<file path="src/design/ipv4icf_pkg.sv">
// ----------------------------------------------------------------------------
// IPv4 ingress classifier package
// Shared types, codes and constants for the IPv4 classify and forward block.
// ----------------------------------------------------------------------------
package ipv4icf_pkg;

  localparam int NUM_IFACES_DEF = 4;

  localparam logic [31:0] ALL_ONES       = 32'hFFFF_FFFF;
  localparam logic [15:0] DHCP_SERVER    = 16'd67;
  localparam logic [3:0]  IP_VERSION4    = 4'd4;
  localparam logic [3:0]  BASE_HDR_WORDS = 4'd5;
  localparam logic [15:0] FRAG_MASK      = 16'h3FFF;
  localparam logic [3:0]  MCAST_PREFIX   = 4'hE;
  localparam logic [16:0] TTL_CHK_INC    = 17'h00100;

  localparam logic [7:0] PROTO_ICMP = 8'd1;
  localparam logic [7:0] PROTO_TCP  = 8'd6;
  localparam logic [7:0] PROTO_UDP  = 8'd17;

  // Configuration register indexes.
  localparam logic [2:0] CFG_IFACE0        = 3'd0;
  localparam logic [2:0] CFG_IFACE_COUNT   = 3'd4;
  localparam logic [2:0] CFG_DEFAULT_IFACE = 3'd5;

  localparam logic [2:0] IFACE_COUNT_RST   = 3'd0;
  localparam logic [2:0] DEFAULT_IFACE_RST = 3'd4;

  typedef enum logic [3:0] {
    ACT_UDP         = 4'd0,
    ACT_TCP         = 4'd1,
    ACT_ICMP        = 4'd2,
    ACT_BADVER      = 4'd3,
    ACT_SHORT       = 4'd4,
    ACT_FRAG        = 4'd5,
    ACT_OPTIONS     = 4'd6,
    ACT_UNREACH     = 4'd7,
    ACT_UNSUPPORTED = 4'd8,
    ACT_FORWARD     = 4'd9,
    ACT_BCAST       = 4'd10,
    ACT_NOROUTE     = 4'd11,
    ACT_SAMEIF      = 4'd12,
    ACT_TTL_ICMP    = 4'd13,
    ACT_TTL_SILENT  = 4'd14
  } action_t;

  typedef struct packed {
    logic [3:0]  version;
    logic [3:0]  header_words;
    logic [15:0] frame_len;
    logic [7:0]  protocol;
    logic [7:0]  ttl;
    logic [15:0] checksum;
    logic [15:0] frag_field;
    logic [31:0] dest_addr;
    logic [15:0] udp_src_port;
    logic [1:0]  in_iface;
  } hdr_t;

  typedef struct packed {
    action_t     action;
    logic [1:0]  out_iface;
    logic [7:0]  new_ttl;
    logic [15:0] new_checksum;
  } res_t;

  // Per-interface compare results.
  typedef struct packed {
    logic local_hit;
    logic exact_hit;
    logic masked_hit;
  } lane_flags_t;

endpackage

</file>
<file path="src/design/ipv4icf_lane.sv">
// ----------------------------------------------------------------------------
// IPv4 ingress classifier interface lane
// Compares one destination address against one interface address and mask.
// ----------------------------------------------------------------------------
module ipv4icf_lane (
  input  logic [63:0]              iface,
  input  logic [31:0]              dest_addr,
  output ipv4icf_pkg::lane_flags_t flags
);

  logic [31:0] addr;
  logic [31:0] mask;
  logic        dest_bcast;
  logic        net_match;

  assign addr = iface[63:32];
  assign mask = iface[31:0];

  assign dest_bcast = (dest_addr == ipv4icf_pkg::ALL_ONES) ||
                      ((dest_addr | mask) == ipv4icf_pkg::ALL_ONES);
  assign net_match  = (dest_addr & mask) == (addr & mask);

  // An unnumbered interface accepts everything as local.
  assign flags.local_hit  = (addr == 32'd0) || (dest_addr == addr) ||
                            (dest_bcast && net_match);
  assign flags.exact_hit  = dest_addr == addr;
  assign flags.masked_hit = net_match;

endmodule

</file>
<file path="src/design/ipv4icf_decide.sv">
// ----------------------------------------------------------------------------
// IPv4 ingress classifier decision logic
// Classifies one header and computes the forwarding result in one pass.
// ----------------------------------------------------------------------------
module ipv4icf_decide #(
  parameter int NUM_IFACES = ipv4icf_pkg::NUM_IFACES_DEF
) (
  input  ipv4icf_pkg::hdr_t              hdr,
  input  logic [NUM_IFACES-1:0][63:0]    iface,
  input  logic [2:0]                     iface_count,
  input  logic [2:0]                     default_iface,
  output ipv4icf_pkg::res_t              res
);

  ipv4icf_pkg::lane_flags_t [NUM_IFACES-1:0] flags;
  logic [NUM_IFACES-1:0] lane_en;
  logic [2:0]            searched;
  logic [31:0]           in_mask;
  logic                  any_local;
  logic                  is_local;
  logic                  in_bcast;
  logic                  is_mcast;
  logic                  ex_hit;
  logic [1:0]            ex_idx;
  logic                  mk_hit;
  logic [1:0]            mk_idx;
  logic                  rt_hit;
  logic [1:0]            rt_idx;
  logic [7:0]            ttl_dec;
  logic [16:0]           chk_sum;
  logic [16:0]           chk_fold;

  for (genvar g = 0; g < NUM_IFACES; g++) begin : g_lane
    ipv4icf_lane u_lane (
      .iface     (iface[g]),
      .dest_addr (hdr.dest_addr),
      .flags     (flags[g])
    );
  end

  assign searched = (iface_count > 3'(NUM_IFACES)) ? 3'(NUM_IFACES) : iface_count;

  always_comb begin
    lane_en   = '0;
    in_mask   = 32'd0;
    any_local = 1'b0;
    ex_hit    = 1'b0;
    ex_idx    = 2'd0;
    mk_hit    = 1'b0;
    mk_idx    = 2'd0;
    // Walking down from the top leaves the lowest matching index.
    for (int i = NUM_IFACES - 1; i >= 0; i--) begin
      lane_en[i] = 3'(i) < searched;
      if (hdr.in_iface == 2'(i)) begin
        in_mask = iface[i][31:0];
      end
      if (lane_en[i] && flags[i].local_hit) begin
        any_local = 1'b1;
      end
      if (lane_en[i] && flags[i].exact_hit) begin
        ex_hit = 1'b1;
        ex_idx = 2'(i);
      end
      if (lane_en[i] && flags[i].masked_hit) begin
        mk_hit = 1'b1;
        mk_idx = 2'(i);
      end
    end
  end

  always_comb begin
    // A limited broadcast is local as soon as one interface is searched.
    is_local = any_local ||
               ((hdr.dest_addr == ipv4icf_pkg::ALL_ONES) && (searched != 3'd0)) ||
               ((hdr.protocol == ipv4icf_pkg::PROTO_UDP) &&
                (hdr.udp_src_port == ipv4icf_pkg::DHCP_SERVER));
    in_bcast = (hdr.dest_addr == ipv4icf_pkg::ALL_ONES) ||
               ((hdr.dest_addr | in_mask) == ipv4icf_pkg::ALL_ONES);
    is_mcast = hdr.dest_addr[31:28] == ipv4icf_pkg::MCAST_PREFIX;

    if (ex_hit) begin
      rt_hit = 1'b1;
      rt_idx = ex_idx;
    end else if (mk_hit) begin
      rt_hit = 1'b1;
      rt_idx = mk_idx;
    end else begin
      rt_hit = default_iface < 3'(NUM_IFACES);
      rt_idx = default_iface[1:0];
    end

    // Decrementing the TTL byte in the high half of its word adds 0x0100 to
    // the one's-complement checksum, with end-around carry.
    ttl_dec  = hdr.ttl - 8'd1;
    chk_sum  = {1'b0, hdr.checksum} + ipv4icf_pkg::TTL_CHK_INC;
    chk_fold = chk_sum + {16'd0, chk_sum[16]};
  end

  always_comb begin
    res = '0;
    if (hdr.version != ipv4icf_pkg::IP_VERSION4) begin
      res.action = ipv4icf_pkg::ACT_BADVER;
    end else if ({10'd0, hdr.header_words, 2'b00} > hdr.frame_len) begin
      res.action = ipv4icf_pkg::ACT_SHORT;
    end else if (is_local) begin
      if ((hdr.frag_field & ipv4icf_pkg::FRAG_MASK) != 16'd0) begin
        res.action = ipv4icf_pkg::ACT_FRAG;
      end else if (hdr.header_words > ipv4icf_pkg::BASE_HDR_WORDS) begin
        res.action = ipv4icf_pkg::ACT_OPTIONS;
      end else if (hdr.protocol == ipv4icf_pkg::PROTO_UDP) begin
        res.action = ipv4icf_pkg::ACT_UDP;
      end else if (hdr.protocol == ipv4icf_pkg::PROTO_TCP) begin
        res.action = ipv4icf_pkg::ACT_TCP;
      end else if (hdr.protocol == ipv4icf_pkg::PROTO_ICMP) begin
        res.action = ipv4icf_pkg::ACT_ICMP;
      end else if (!in_bcast && !is_mcast) begin
        res.action = ipv4icf_pkg::ACT_UNREACH;
      end else begin
        res.action = ipv4icf_pkg::ACT_UNSUPPORTED;
      end
    end else if (in_bcast) begin
      res.action = ipv4icf_pkg::ACT_BCAST;
    end else if (!rt_hit) begin
      res.action = ipv4icf_pkg::ACT_NOROUTE;
    end else if (rt_idx == hdr.in_iface) begin
      res.action = ipv4icf_pkg::ACT_SAMEIF;
    end else if (ttl_dec == 8'd0) begin
      res.action = (hdr.protocol == ipv4icf_pkg::PROTO_ICMP) ?
                   ipv4icf_pkg::ACT_TTL_SILENT : ipv4icf_pkg::ACT_TTL_ICMP;
    end else begin
      res.action       = ipv4icf_pkg::ACT_FORWARD;
      res.out_iface    = rt_idx;
      res.new_ttl      = ttl_dec;
      res.new_checksum = chk_fold[15:0];
    end
  end

endmodule

</file>
<file path="src/design/ipv4_ingress_classify_forward_unit.sv">
// ----------------------------------------------------------------------------
// IPv4 ingress classify and forward unit
// Per-header receive classification and forwarding decision.
// ----------------------------------------------------------------------------
// One parsed IPv4 header enters per cycle while in_stall is low and gives
// exactly one result item, which reaches the outputs as follows:
// the header is captured in an input register, classified by one pass of
// logic with the interface compares done in parallel lanes, and the result is
// held in an output register. The input side keeps taking items while a
// result waits, and only stalls when both registers are full and the output
// is stalled. Interface registers are to be written through the cfg port only
// while no item is in flight; the block itself does not enforce this.
module ipv4_ingress_classify_forward_unit #(
  parameter int NUM_IFACES = ipv4icf_pkg::NUM_IFACES_DEF
) (
  input  logic        clk,
  input  logic        rst_n,
  input  logic        cfg_we,
  input  logic [2:0]  cfg_index,
  input  logic [63:0] cfg_wdata,
  input  logic        in_valid,
  output logic        in_stall,
  input  logic [3:0]  in_version,
  input  logic [3:0]  in_header_words,
  input  logic [15:0] in_frame_len,
  input  logic [7:0]  in_protocol,
  input  logic [7:0]  in_ttl,
  input  logic [15:0] in_checksum,
  input  logic [15:0] in_frag_field,
  input  logic [31:0] in_dest_addr,
  input  logic [15:0] in_udp_src_port,
  input  logic [1:0]  in_in_iface,
  output logic        out_valid,
  input  logic        out_stall,
  output logic [3:0]  out_action,
  output logic [1:0]  out_out_iface,
  output logic [7:0]  out_new_ttl,
  output logic [15:0] out_new_checksum
);

  logic [NUM_IFACES-1:0][63:0] iface_r;
  logic [2:0]                  iface_count_r;
  logic [2:0]                  default_iface_r;
  ipv4icf_pkg::hdr_t           hdr_r;
  logic                        hdr_vld_r;
  ipv4icf_pkg::res_t           res_nxt;
  ipv4icf_pkg::res_t           res_r;
  logic                        out_vld_r;
  logic                        advance;
  logic                        in_take;

  assign advance  = !out_vld_r || !out_stall;
  assign in_stall = hdr_vld_r && !advance;
  assign in_take  = in_valid && !in_stall;

  always_ff @(posedge clk) begin
    if (!rst_n) begin
      iface_r         <= '0;
      iface_count_r   <= ipv4icf_pkg::IFACE_COUNT_RST;
      default_iface_r <= ipv4icf_pkg::DEFAULT_IFACE_RST;
    end else if (cfg_we) begin
      for (int i = 0; i < NUM_IFACES; i++) begin
        if (cfg_index == ipv4icf_pkg::CFG_IFACE0 + 3'(i)) begin
          iface_r[i] <= cfg_wdata;
        end
      end
      if (cfg_index == ipv4icf_pkg::CFG_IFACE_COUNT) begin
        iface_count_r <= cfg_wdata[2:0];
      end
      if (cfg_index == ipv4icf_pkg::CFG_DEFAULT_IFACE) begin
        default_iface_r <= cfg_wdata[2:0];
      end
    end
  end

  always_ff @(posedge clk) begin
    if (!rst_n) begin
      hdr_vld_r <= 1'b0;
      out_vld_r <= 1'b0;
    end else begin
      if (!hdr_vld_r || advance) begin
        hdr_vld_r <= in_valid;
      end
      if (advance) begin
        out_vld_r <= hdr_vld_r;
      end
    end
  end

  always_ff @(posedge clk) begin
    if (in_take) begin
      hdr_r <= '{version:      in_version,
                 header_words: in_header_words,
                 frame_len:    in_frame_len,
                 protocol:     in_protocol,
                 ttl:          in_ttl,
                 checksum:     in_checksum,
                 frag_field:   in_frag_field,
                 dest_addr:    in_dest_addr,
                 udp_src_port: in_udp_src_port,
                 in_iface:     in_in_iface};
    end
    if (advance && hdr_vld_r) begin
      res_r <= res_nxt;
    end
  end

  ipv4icf_decide #(
    .NUM_IFACES (NUM_IFACES)
  ) u_decide (
    .hdr           (hdr_r),
    .iface         (iface_r),
    .iface_count   (iface_count_r),
    .default_iface (default_iface_r),
    .res           (res_nxt)
  );

  assign out_valid        = out_vld_r;
  assign out_action       = res_r.action;
  assign out_out_iface    = res_r.out_iface;
  assign out_new_ttl      = res_r.new_ttl;
  assign out_new_checksum = res_r.new_checksum;

endmodule
</file>
<file path="config.mk">
export PLATFORM = sky130hd
export DESIGN_NAME = ipv4_ingress_classify_forward_unit
export DESIGN_NICKNAME = d
export VERILOG_FILES = /design/src/design/ipv4icf_pkg.sv /design/src/design/ipv4icf_lane.sv /design/src/design/ipv4icf_decide.sv /design/src/design/ipv4_ingress_classify_forward_unit.sv
export SDC_FILE = /design/constraint.sdc
export NUM_CORES = 1
export LEC_CHECK = 0
export ABC_AREA = 0
export BUFFER_PORTS_ARGS = -buffer_cell sky130_fd_sc_hd__buf_4
export CAP_MARGIN = 20
export CORE_ASPECT_RATIO = 1.25
export CORE_MARGIN = 10
export CORE_UTILIZATION = 25
export DETAILED_ROUTE_END_ITERATION = 6
export HOLD_SLACK_MARGIN = 0.06
export PLACE_DENSITY = 0.41
export SLEW_MARGIN = 40
export SYNTH_ARGS = -nofsm -noshare
export SYNTH_HDL_FRONTEND = slang
export SYNTH_SLANG_ARGS = --single-unit
</file>
<file path="constraint.sdc">
create_clock -name clk -period 8.3 [get_ports clk]
set_input_delay 0.83 -clock clk [delete_from_list [all_inputs] [get_ports clk]]
set_output_delay 0.83 -clock clk [all_outputs]
set_load 0.01 [all_outputs]
</file>
# == Word-level counts from Yosys, hierarchy flattened ==
# Cells that the tools add are included.
# W data, S select, Z words.
# classes
n_addsub,3
bitwise_logic,14
muxes,42
n_lt_le_gt_ge,8
n_reduce_logical,63
n_eq_ne,29
# op_table
cell,n
$and A32 B32 Y32,8
$eq A32 B32 Y1,8
$eq A32 B32 Y1 const B,6
$or A32 B32 Y32,5
$logic_not A32 Y1,4
$mux W32,4
$mux W4,11
$logic_and A1 B1 Y1,22
$mux W2,11
$add A16 B9 Y17 const B,1
$logic_or A1 B1 Y1,17
$add A16 B1 Y16,1
$eq A16 B7 Y1 const B,1
$gt A6 B16 Y1,1
$reduce_bool A16 Y1,1
$mux W1,14
$reduce_and A2 Y1,6
$eq A8 B1 Y1 const B,1
$eq A8 B3 Y1 const B,1
$eq A8 B5 Y1 const B,1
$logic_not A8 Y1,1
$sub A8 B1 Y8 const B,1
$logic_not A1 Y1,7
$reduce_or A7 Y1,1
19 further kinds,25
# word_totals
register_bits,414
out_inout_bits,32
inputBits,194

# == Longest topological paths before layout ==
# depth
word_depth,18
mapped_depth,14

# == Modules after synthesis ==
# Synthesis repeated with hierarchy kept, for this count alone.
# hier_totals
hier_cells,1840
hier_area_um2,19802.7
# by_module_without_submodules
module,cells_each,area_each_um2,n_inst
ipv4_ingress_classify_forward_unit,1082,14285.0,1
ipv4icf_lane,97,749.5,4
ipv4icf_decide,370,2519.9,1

# == Worst setup path before layout ==
# No wires, ideal clock.
# synth_timing
kind,input to register
startpoint,input out_stall
endpoint,register hdr_r[0] (netlist bit) (enable)
path_slack_ps,1322
setup_ps,614
stages,2
path_buffers,0
arrival_time_ps,6364
path_cell_list,and3_1 > nor2b_1
# synth_via
elab_chain_len,6
# synth_rtl
element,line,source
start: declaration,ipv4_ingress_classify_forward_unit.sv:34,"input logic out_stall,"
$logic_not A1 Y1,ipv4_ingress_classify_forward_unit.sv:52,assign advance = !out_vld_r || !out_stall;
$logic_or A1 B1 Y1,ipv4_ingress_classify_forward_unit.sv:52,
$logic_not A1 Y1,ipv4_ingress_classify_forward_unit.sv:53,assign in_stall = hdr_vld_r && !advance;
$logic_and A1 B1 Y1,ipv4_ingress_classify_forward_unit.sv:53,
$logic_not A1 Y1,ipv4_ingress_classify_forward_unit.sv:54,assign in_take = in_valid && !in_stall;
$logic_and A1 B1 Y1,ipv4_ingress_classify_forward_unit.sv:54,
named net in_take,ipv4_ingress_classify_forward_unit.sv:50,logic in_take;
end signal: assignment,ipv4_ingress_classify_forward_unit.sv:92,"hdr_r <= '{version: in_version,"
end: declaration,ipv4_ingress_classify_forward_unit.sv:44,ipv4icf_pkg::hdr_t hdr_r;
# The timed path passes the listed nets, and every way through them passes these cells.
# A chain may end at the register's enable or synchronous reset.

# == Final worst setup path ==
# layout_timing
startpoint,register hdr_r[43] (netlist bit)
endpoint,register res_r (netlist bit out_new_checksum[7]) (data pin)
# layout_via
elab_chain_len,13
# layout_rtl
element,line,source
branches (longest 12 deep; another with $and A32 B32 Y32),n/a,
$reduce_or A7 Y1 (no line) *,n/a,
end signal: assignment,ipv4_ingress_classify_forward_unit.sv:104,res_r <= res_nxt;
end: declaration,ipv4_ingress_classify_forward_unit.sv:47,ipv4icf_pkg::res_t res_r;
# Mark *: on every way between the ends.

==> load_flow_metrics.sql <==
INSERT INTO impl_metrics (metric_group, metric, value, unit) VALUES
('clock_network', 'clock_sink_count', '414', ''),
('floorplanning', 'die_h', '334', 'um'),
('yosys', 'number_of_flops_mapped_to_enable_cells_by_yosys', '150', ''),
('finish', 'finish.cell_count_without_fillers', '3369', ''),
('setup_path', 'worst_setup_path_end_kind', 'flip-flop', ''),
('drt', 'antenna_violating_nets_post_route', '0', ''),
('job', 'cap_violations', '0', ''),
('clock_network', 'cts_tree', 'yes', ''),
('sta', 'rsz0062_at_grt', 'false', ''),
('sta', 'fin_crit_sh', '54.7', '%'),
('drt', 'via_count', '17400', ''),
('sta', 'clock.fmax', '220', 'MHz'),
('clock_network', 'clk-insertion-delay-late', '0.64', 'ns'),
('yosys', 'number_of_nets_in_the_synthesized_netlist', '2288', ''),
('sta', 'final-hold-violation-count', '0', ''),
('sta', 'finalMaxSlewViolations', '0', ''),
('yosys', 'postSynth.topFlopCell', 'dfxtp_1', ''),
('sta', 'timing.final.crit_period', '4.54', 'ns'),
('setup_path', 'worst-setup-path-type', 'reg2reg', ''),
('pwr', 'leakagePower', '0.00861', 'uW'),
('yosys', 'mappedNetlistArea', '19700', 'um2'),
('finish', 'diodes', '0', ''),
('yosys', 'netlist_instances', '2084', ''),
('floorplanning', 'initial_core_util', '25.1', '%'),
('drt', 'post-route-drc-count', '0', ''),
('sta', 'setup-violations-final', '0', ''),
('pwr', 'vdd_ir_drop_max', '141', 'uV'),
('finish', 'fin_nets', '2481', ''),
('sta', 'fin_skew', '0.0268', 'ns'),
('drt', 'detail_route.first_pass.iterations', '5', ''),
('setup_path', 'path_max_fanout', '12', ''),
('pwr', 'report.power.total', '4860', 'uW'),
('sta', 'final_critical_path_setup_slack', '3.76', 'ns'),
('clock_network', 'cts_max_path_buffers', '3', ''),
('pwr', 'powerDensity', '201', 'nW/um2'),
('drt', 'drt_wl_total', '99800', 'um'),
('drt', 'post_drt_via_cell_ratio', '5.16', ''),
('setup_path', 'critical_path_required', '8.64', 'ns'),
('yosys', 'post_synthesis_cell_type_count', '63', ''),
('global_route', 'grt_first_pass_wirelength', '138000', 'um'),
('sta', 'max_slew_margin', '41.1', '%'),
('floorplanning', 'core.rowCount', '115', ''),
('sta', 'finalSetupTns', '0', 'ns'),
('yosys', 'yosysSeqAreaShare', '49.6', '%'),
('clock_network', 'cts_hold_buffers', '0', ''),
('setup_path', 'regToRegSetupSlack', '3.76', 'ns'),
('placement', 'numPortBuffers', '223', ''),
('setup_path', 'worst_setup_path_start_kind', 'flip-flop', ''),
('drt', 'drt_iter0_drc', '1455', ''),
('setup_path', 'timing.critical_path.arrival', '4.88', 'ns'),
('yosys', 'synth-warning-count', '0', ''),
('clock_network', 'postCtsSetupRepairBufs', '0', ''),
('floorplanning', 'core-area', '78600', 'um2'),
('placement', 'pre_cts_ws', '3.92', 'ns'),
('yosys', 'synth_seq_cells', '414', ''),
('finish', 'final_layout_size_suffix_gt1_share', '17.3', '%'),
('floorplanning', 'floorplan.die.width', '271', 'um'),
('finish', 'area_delta_synth_final', '22.5', '%'),
('clock_network', 'cts_repair_resize_count', '0', ''),
('clock_network', 'path_clk_slew', '0.06', 'ns'),
('global_route', 'grt_pass1_vias', '17400', ''),
('yosys', 'synth_area_per_cell', '9.47', 'um2'),
('placement', 'detailedPlacementHpwl', '75700', 'um'),
('run_status', 'outcome', 'completed', ''),
('floorplanning', 'io_pins', '226', ''),
('drt', 'wl_cell', '29.6', 'um'),
('sta', 'tightest_slew', '0.884', 'ns'),
('global_route', 'grt_util_all_layers', '21.2', '%'),
('yosys', 'synth_async_sr_flop_share', '0', '%'),
('hold_path', 'min_path_type', 'in2reg', ''),
('global_route', 'grt_overflow_total', '0', ''),
('floorplanning', 'design.die.area', '90700', 'um2'),
('global_route', 'maximum_number_of_pins_on_one_net_before_global_route_repair', '162', ''),
('placement', 'gp_routability_congestion', '0.961', ''),
('placement', 'placed_cells', '3279', ''),
('clock_network', 'cts_inserted_buffers', '48', ''),
('global_route', 'antenna_found_initial', '1', ''),
('clock_network', 'clock_tree.root_cell', 'clkbuf_16', ''),
('clock_network', 'cts-htree-levels', '2', '');
==> cells by family (layout without fill, tap and decap cells) <==
group,Yosys count,count (layout),synth area share [%]
compound gates,465,465,17.8
xor+xnor,154,154,6.83
fa+ha+maj,10,10,0.634
buf+inv,147,379,3.30
flops,414,414,49.6
mux,37,37,2.07
simple gates,857,857,19.7
==> flip-flops by register name, indices dropped and copies added, names as in the netlist <==
signal	cells
default_iface_r	3
hdr_r	120
hdr_vld_r	1
iface_count_r	3
iface_r	256
out_action	4
out_new_checksum	16
out_new_ttl	8
out_out_iface	2
out_valid	1
==> metrics by stage <==
step                      hold WS, ns  utilization, %  area, um2
after floorplan                 0.444               -      19700
after global placement          0.466            28.6      22500
after detailed placement        0.467            28.8      22600
after CTS                       0.332            30.7      24100
after global routing            0.334            30.8      24200
final                           0.365            30.8      24200
==> cells in the mapped netlist, types with 6 or more instances <==
cell type  number  area share, %
nand3_1        25           0.63
and3_1          7           0.22
edfxtp_1      150             23
a21oi_1        12           0.30
a221oi_1       51            2.3
buf_4           9           0.34
o22ai_1        55            1.7
clkbuf_1       88            1.7
inv_1          13           0.25
a22oi_1        20           0.76
o221ai_1        6           0.27
dfxtp_1       264             27
a21boi_0      257            9.8
xor2_1        136            6.0
o31ai_1         7           0.27
mux2i_1         6           0.30
mux2_2         31            1.8
nand2_1       559             11
and4_1          7           0.31
xnor2_1        18           0.80
nand4_1        37            1.2
ha_1           10           0.63
nor2_1         26           0.49
nor2b_1        12           0.38
a22o_1         20           0.89
nor3_1         26           0.66
nor4_1        122            3.9
buf_2          28           0.71
==> where the power goes <==
group	total [uW]	internal, uW	switching, uW
sequential	2250	2170	71.4
combinational	530	193	338
clock	2090	1160	925
==> cell type report <==
type / instances / area, um2
inverter: 13 / 48.8
timing repair buffer: 277 / 2160
tap: 1053 / 1320
multi-input combinational: 1523 / 9350
sequential: 414 / 9790
fill: 8353 / 54400
clock buffer: 72 / 1350
clock inverter: 17 / 169
==> cell usage in the layout, fill, tap and decap left out, types with 12 or more instances in the layout <==
| cell type | instances |
|---|---|
| a21boi_0 | 256 |
| a21oi_1 | 12 |
| a221oi_1 | 51 |
| a22o_1 | 20 |
| a22oi_1 | 20 |
| buf_4 | 264 |
| clkbuf_1 | 18 |
| clkbuf_16 | 48 |
| dfxtp_1 | 264 |
| edfxtp_1 | 150 |
| inv_1 | 13 |
| mux2_2 | 31 |
| nand2_1 | 556 |
| nand3_1 | 24 |
| nand4_1 | 37 |
| nor2_1 | 25 |
| nor3_1 | 24 |
| nor4_1 | 122 |
| o22ai_1 | 55 |
| xnor2_1 | 18 |
| xor2_1 | 136 |
==> layer usage <==
layer / vias up / global-route usage, % / routed length (um)
met1: 8666 / 26.0 / 42000
met2: 587 / 35.8 / 47900
met3: 201 / 3.23 / 4580
li1: 7923 / - / -
met5: - / 0 / 13
met4: 2 / 10.4 / 5350
==> worst paths after layout <==
| kind | depth (start not counted) | start | to |
|---|---|---|---|
| min reg2reg | 2 | default_iface_r[2] | default_iface_r[2] |
| max reg2reg | 13 | hdr_r[43] | out_new_checksum[7] |
| min | 1 | in_dest_addr[23] | hdr_r[41] |
| max | 13 | hdr_r[43] | out_new_checksum[7] |
==> worst max-delay path, stage by stage, from the launching register on <==
cell and delay (ns):
edfxtp_1 0.65, buf_6 0.27, xor2_1 0.16, nor4_1 0.59, nand4_1 0.20, nor3_1 0.58, o21a_1 0.22, a2111oi_0 0.07
or3_4 0.44, o21a_4 0.23, o31ai_4 0.34, buf_6 0.22, buf_6 0.17, nor4_1 0.07
(Power assumes the default switching activity.)
